**src/rtl/gbs_pkg.sv**
```systemverilog
package gbs_pkg;

    localparam int MAX_KEPT_DEF   = 64;
    localparam int COORD_BITS_DEF = 12;

    localparam int THR_W   = 16;
    localparam int BOXNO_W = 16;

    localparam logic [THR_W-1:0]   THR_RESET = 16'd29491;
    localparam logic [BOXNO_W-1:0] BOXNO_MAX = 16'hFFFF;

    typedef struct packed {
        logic wr_en;
    } t_cell_ctl;

endpackage

```
**src/rtl/gbs_cell.sv**
```systemverilog
module gbs_cell
    import gbs_pkg::*;
#(
    parameter int COORD_BITS = COORD_BITS_DEF,
    parameter int CNT_W      = 7,
    parameter int INDEX      = 0
) (
    input  logic                    i_clk,
    input  logic                    i_rst_n,
    input  logic [THR_W-1:0]        i_thr,
    input  logic [CNT_W-1:0]        i_count,
    input  t_cell_ctl               i_ctl,
    input  logic [COORD_BITS-1:0]   i_x,
    input  logic [COORD_BITS-1:0]   i_y,
    input  logic [COORD_BITS-1:0]   i_w,
    input  logic [COORD_BITS-1:0]   i_h,
    input  logic [2*COORD_BITS-1:0] i_area,
    input  logic                    i_sup,
    output logic [COORD_BITS-1:0]   o_x,
    output logic [COORD_BITS-1:0]   o_y,
    output logic [COORD_BITS-1:0]   o_w,
    output logic [COORD_BITS-1:0]   o_h,
    output logic [2*COORD_BITS-1:0] o_area,
    output logic                    o_sup
);

    localparam int C      = COORD_BITS;
    localparam int AREA_W = 2 * COORD_BITS;
    localparam int SUM_W  = AREA_W + 1;
    localparam int PROD_W = THR_W + SUM_W;

    logic [C-1:0]      r_kx, r_ky, r_kw, r_kh;
    logic [AREA_W-1:0] r_karea;

    logic [C-1:0]      r_iw, r_ih;
    logic              r_act1;
    logic [AREA_W-1:0] r_area1;

    logic [AREA_W-1:0] r_inter2;
    logic [SUM_W-1:0]  r_asum2;
    logic              r_act2;

    logic [AREA_W-1:0] r_inter3;
    logic [PROD_W-1:0] r_prod3;
    logic              r_act3;

    logic              r_sup;

    logic [C-1:0]      lo_x, lo_y;
    logic [C:0]        hi_x, hi_y, ae_x, be_x, ae_y, be_y;
    logic [C:0]        dx, dy;
    logic [C-1:0]      n_iw, n_ih;
    logic [SUM_W-1:0]  uni;
    logic [PROD_W-1:0] lhs;
    logic              hit;
    logic              wr_here;

    assign wr_here = i_ctl.wr_en && (i_count == CNT_W'(INDEX));

    always_ff @(posedge i_clk) begin
        if (wr_here) begin
            r_kx    <= i_x;
            r_ky    <= i_y;
            r_kw    <= i_w;
            r_kh    <= i_h;
            r_karea <= i_area;
        end
    end

    always_comb begin
        lo_x = (i_x > r_kx) ? i_x : r_kx;
        lo_y = (i_y > r_ky) ? i_y : r_ky;
        ae_x = {1'b0, i_x} + {1'b0, i_w};
        be_x = {1'b0, r_kx} + {1'b0, r_kw};
        ae_y = {1'b0, i_y} + {1'b0, i_h};
        be_y = {1'b0, r_ky} + {1'b0, r_kh};
        hi_x = (ae_x < be_x) ? ae_x : be_x;
        hi_y = (ae_y < be_y) ? ae_y : be_y;
        dx   = hi_x - {1'b0, lo_x};
        dy   = hi_y - {1'b0, lo_y};
        n_iw = (hi_x > {1'b0, lo_x}) ? dx[C-1:0] : '0;
        n_ih = (hi_y > {1'b0, lo_y}) ? dy[C-1:0] : '0;
    end

    assign uni = r_asum2 - {1'b0, r_inter2};
    assign lhs = {{(PROD_W-AREA_W-THR_W){1'b0}}, r_inter3, {THR_W{1'b0}}};
    assign hit = r_act3 && (lhs > r_prod3);

    always_ff @(posedge i_clk) begin
        o_x     <= i_x;
        o_y     <= i_y;
        o_w     <= i_w;
        o_h     <= i_h;
        o_area  <= i_area;
        r_iw    <= n_iw;
        r_ih    <= n_ih;
        r_area1 <= i_area;
        r_inter2 <= r_iw * r_ih;
        r_asum2  <= {1'b0, r_area1} + {1'b0, r_karea};
        r_inter3 <= r_inter2;
        r_prod3  <= i_thr * uni;
    end

    always_ff @(posedge i_clk) begin
        if (!i_rst_n) begin
            r_act1 <= 1'b0;
            r_act2 <= 1'b0;
            r_act3 <= 1'b0;
            r_sup  <= 1'b0;
        end else begin
            r_act1 <= (CNT_W'(INDEX) < i_count);
            r_act2 <= r_act1;
            r_act3 <= r_act2;
            r_sup  <= i_sup | hit;
        end
    end

    assign o_sup = r_sup;

endmodule

```
**config.mk**
```make
export PLATFORM = sky130hd
export DESIGN_NAME = gbs_cell
export DESIGN_NICKNAME = d
export VERILOG_FILES = /design/src/rtl/gbs_pkg.sv /design/src/rtl/gbs_cell.sv
export SDC_FILE = /design/constraint.sdc
export NUM_CORES = 2
export LEC_CHECK = 0
export CAP_MARGIN = 5
export CORE_MARGIN = 2
export CORE_UTILIZATION = 30
export DETAILED_ROUTE_END_ITERATION = 6
export DONT_BUFFER_PORTS = 1
export HOLD_SLACK_MARGIN = 0.05
export MAX_ROUTING_LAYER = met4
export PLACE_DENSITY = 0.53
export SLEW_MARGIN = 20
export SYNTH_ARGS = -nofsm -noshare
export SYNTH_HDL_FRONTEND = slang
export SYNTH_SLANG_ARGS = --single-unit
```
**constraint.sdc**
```tcl
create_clock -name i_clk -period 9.45 [get_ports i_clk]
set_input_delay 1.4175 -clock i_clk [delete_from_list [all_inputs] [get_ports i_clk]]
set_output_delay 1.4175 -clock i_clk [all_outputs]
set_load 0.02 [all_outputs]
```
======== Yosys cells after proc, flatten, opt, wreduce, memory -nomap -nowiden ========
Index checks and enable logic that the tools add are counted.
word-level totals
  register bits after elaboration ......... 286
  latch bits .............................. 0
  bits in writable memories ............... 0
  memory bits (read-only) ................. 0
  input bits .............................. 99
  word-level logic and storage cells ...... 46
  memories kept ........................... 0
cells by class
  add/subtract/negate cells ............... 8
  $mul .................................... 2
  divide/modulo/power cells ............... 0
  order comparisons ....................... 8
  equality and inequality tests ........... 0
  shift-type cells ........................ 0
  multiplexer cells ....................... 4
  bitwise operators ....................... 1
  reduce and logical (&&, ||, !) cells .... 3
operator list
  cell                                                                  number
  12-bit by 12-bit adder with 13-bit output                             4
  40-bit by 41-bit greater-than comparator with 1-bit output            1
  16-bit by 25-bit multiplier with 41-bit output                        1
  13-bit by 12-bit greater-than comparator with 1-bit output            2
  13-bit < comparator                                                   2
  13-bit 2-to-1 mux                                                     2
  24-bit by 24-bit adder with 25-bit output                             1
  25-bit by 24-bit subtractor with 25-bit output                        1
  12-bit greater-than comparator                                        2
  12-bit by 12-bit multiplier with 24-bit output                        1
  12-bit 2-to-1 mux                                                     2
  12-bit subtractor                                                     2
  7-bit zero test                                                       1
  1-bit by 7-bit < comparator with 1-bit output (first input constant)  1
  1-bit logical AND                                                     2
  1-bit OR                                                              1

======== Depth between registers and ports, before layout ========
  depth after elaboration ................. 4
  depth in mapped cells ................... 35
  mapped depth without buffers ............ 33

======== Worst setup path after synthesis ========
OpenSTA, ideal clock, no wires.
  path type ............................... reg-to-reg
  from .................................... reg r_asum2[0]
  to ...................................... reg r_prod3[37]
  setup time .............................. 86 ps
  arrival time ............................ 7983 ps
  data required time ...................... 9364 ps
  slack ................................... 1380 ps
  cell stages (with the launch flop) ...... 33
  cells stage by stage .................... dfxtp_1 -> inv_1 -> ha_1 -> fa_1 -> nor2b_1 -> o21ai_0 -> a21oi_1 -> o2111ai_1 -> a31oi_1 -> a21o_1 -> a21oi_1 -> xnor2_1 -> clkbuf_1 -> nand2_1 -> fa_1 -> fa_1 -> fa_1 -> fa_1 -> inv_1 -> fa_1 -> inv_1 -> fa_1 -> inv_1 -> ha_1 -> and4_2 -> nand4_1 -> or3b_4 -> a211oi_4 -> o31ai_2 -> o32ai_4 -> nand2b_1 -> a21bo_1 -> a221oi_2
on the way
  longest elaborated chain between the ends .. 2
RTL lines
  element                                         line             RTL
  start, declared                                 gbs_cell.sv:40   logic [SUM_W-1:0] r_asum2;
  start signal, assigned                          gbs_cell.sv:99   r_asum2 <= {1'b0, r_area1} + {1'b0, r_karea};
  25-bit by 24-bit subtractor with 25-bit output  gbs_cell.sv:85   assign uni = r_asum2 - {1'b0, r_inter2};
  16-bit by 25-bit multiplier with 41-bit output  gbs_cell.sv:101  r_prod3 <= i_thr * uni;
  end signal, assigned                            gbs_cell.sv:101
  end, declared                                   gbs_cell.sv:44   logic [PROD_W-1:0] r_prod3;
Every way passes these cells.
A chain may end at the register's enable or synchronous reset.

======== Worst setup path after layout ========
Same ends and word-level chain as after synthesis.

==> reports/summary.txt <==
Post-DP HPWL: 61.4 mm
CP Data Arrival Time: 9.15 ns
Crit-path slowest cell: fa_1
Worst-path clk slew: 0.06 ns
Core Area: 0.103 mm2
Die width: 326 um
Pins over their slew limit: 0
Post-CTS Hold Fix Bufs: 0
CP max FO: 6
Sequential cell area: 0.00645 mm2
DIE HEIGHT: 326 um
# rows: 118
Synth Warn #: 0
Router iterations before antenna repair: 5
Vias in the first global route: 23003
Most frequent cells after synthesis: 580 x inv_1, 428 x fa_1, 388 x nand2_1
Rel. slew slack: 33.9%
Hold crit path type: reg -> reg
Worst reg2reg path depth: 31
Combined area of the multi-input logic cells: 0.0222 mm2
Yosys reg bits: 286
Hold Path End: r_inter3[5]
Maximum root-to-sink buffer count: 3
Post-synthesis sequential area ratio: 20.7%
IO Pins: 172
Outcome: finished clean
Fin nets: 4184
Htree depth: 2
Final setup fails: 0
Synthesized Nets: 4212
Most common cell in the netlist: inv_1
Distinct cell type count after synthesis: 69
Leading area contributor after synthesis: fa_1
Clock sinks: 286
Critical Path Source Type: flop
DR iter-0 viols: 966
Fillers: 10762
Crit share post-route: 91.5%
WP depth: 31
FF-to-FF End: r_prod3[37]
Fmax: 116 MHz
Total grt overflow: 0
Synth Instances: 3318
Total negative slack: 0 ns
Synth area leaders: fa_1 27%, ha_1 15%, dfxtp_1 14%, inv_1 7.0%, edfxtp_1 6.9%
Cts bufs inserted: 38
First-pass GRT wire length: 124 mm
Post-Syn Area: 0.0312 mm2
DRC errors left: 0
Max-cap viol count: 0
Critical Path End Type: flop
Ys flop type: dfxtp_1
CP top delay family: adder cells
Vias/cell: 4.61
Gates resized, CTS repair: 0
Min-Delay Startpoint: r_inter2[5]
Share of cells above drive strength 1: 3.92%
Minimum clock period: 8.65 ns
Top cell type's share of synthesized area: 27.5%
Largest stage delay, worst path: 0.58 ns
Initial antenna violation count: 6
Min-Delay Path Depth: 0
Gpl congestion: 0.872
DR vias: 21711
Setup CP Type: reg -> reg
Avg Inst Size Synth: 9.40 um2
EDFF count, synth: 72
Worst R2R Start: r_asum2[0]
All-layer global routing usage: 14.9%
Pin count of the biggest net entering global routing: 48
Wirelength, routed: 75.3 mm
Remaining antenna violation count: 0
Unrepaired setup endpoints after global routing: false
CTS tree: built
Routed WL per cell: 16.0 um
Clock skew: 0.0586 ns
Clk_lat worst skew: 0.62 ns
Initial Utilization: 30.2%
Worst-Margin Slew: 0.967 ns
Reg2Reg Setup Slack: 0.80 ns
Req. time, crit path: 9.95 ns
Asr flop ratio synth: 0%
Clock root cell: clkbuf_16
Final Hold Viols: 0
Crit path top cell by count: fa_1
Launch point of the worst path: r_asum2[0]
Die area: 0.107 mm2
Setup bufs post-CTS: 0
Syn-to-layout area delta: 9.41%
Worst path buffer plus inverter count: 4
Port bufs: 0
==> metrics by stage <==
stage / hold WS [ns] / setup slack (ns) / utilization, % / instances / instance area [um2]
floorplan: 0.331 / 1.38 / - / 3318 / 31200
global placement: 0.334 / 0.970 / 31.7 / 4630 / 32800
detailed placement: 0.337 / 0.813 / 31.7 / 4630 / 32800
CTS: 0.329 / 0.807 / 33.0 / 4700 / 34100
global route: 0.338 / 0.291 / 33.0 / 4708 / 34100
finish: 0.330 / 0.804 / 33.0 / 4708 / 34100
==> placed cells by master, fill, tap and decap left out, drive strengths merged, types with 27 or more instances in the layout <==
cell type,instances
a21o,75
a21oi,148
and2,201
buf,30
clkbuf,45
dfxtp,214
edfxtp,72
fa,428
ha,367
inv,591
mux2i,28
nand2,388
nand4,27
nor2,108
nor2b,48
nor3,46
o21ai,91
xnor2,105
xor2,45
==> final cells by class <==
class / instances / share of cell area, %
multi-input combinational: 2354 / 65.1
clock buffer: 45 / 2.98
sequential: 286 / 18.9
tap: 1380 / 5.06
clock inverter: 25 / 0.869
timing repair buffer: 30 / 0.660
inverter: 580 / 6.38
antenna: 8 / 0.0587
==> worst max path at each step <==
stage	slack, ns	endpoint
detailed placement	0.81	r_prod3[37]
global placement	0.97	r_prod3[37]
floorplan	1.38	r_prod3[37]
finish	0.80	r_prod3[37]
global route	0.29	r_prod3[37]
CTS	0.81	r_prod3[37]
==> worst reg2reg max path: cells and delay by family (launching register included) <==
kind / cells / cell delay [ns]
flip-flops: 1 / 0.30
buffers and inverters: 4 / 0.18
AND/OR/NAND/NOR: 6 / 1.20
XOR/XNOR: 1 / 0.43
adder cells (fa/ha/maj): 9 / 4.02
AO/OA/AOI/OAI: 11 / 2.48
==> routing by layer <==
metal / up-vias / wire length (um) / track usage, %
met5: - / 0 / -
li1: 10583 / - / -
met1: 10583 / 35500 / 19.6
met3: 94 / 4040 / 3.16
met4: 0 / 1450 / 3.41
met2: 451 / 34300 / 23.6
==> flip-flops by register name, indices dropped and copies added, names as in the netlist, 24 cells and up <==
signal / count
r_inter2: 24
r_prod3: 41
r_asum2: 25
r_area1: 24
r_inter3: 24
r_karea: 24
==> logic make-up (layout without fill, tap and decap cells) <==
group / after synthesis / in the layout / share of synthesized area [%]
other cells: 0 / 8 / 0
simple gates: 914 / 914 / 14.2
buf+inv: 678 / 680 / 8.16
compound gates: 462 / 462 / 9.53
fa+ha+maj: 795 / 795 / 42.2
mux: 33 / 33 / 1.08
flops: 286 / 286 / 20.7
xor+xnor: 150 / 150 / 4.21
Power is left out: the tool's default activity adds up to more than one toggle a clock period on the data nets, which glitch-free logic cannot reach.
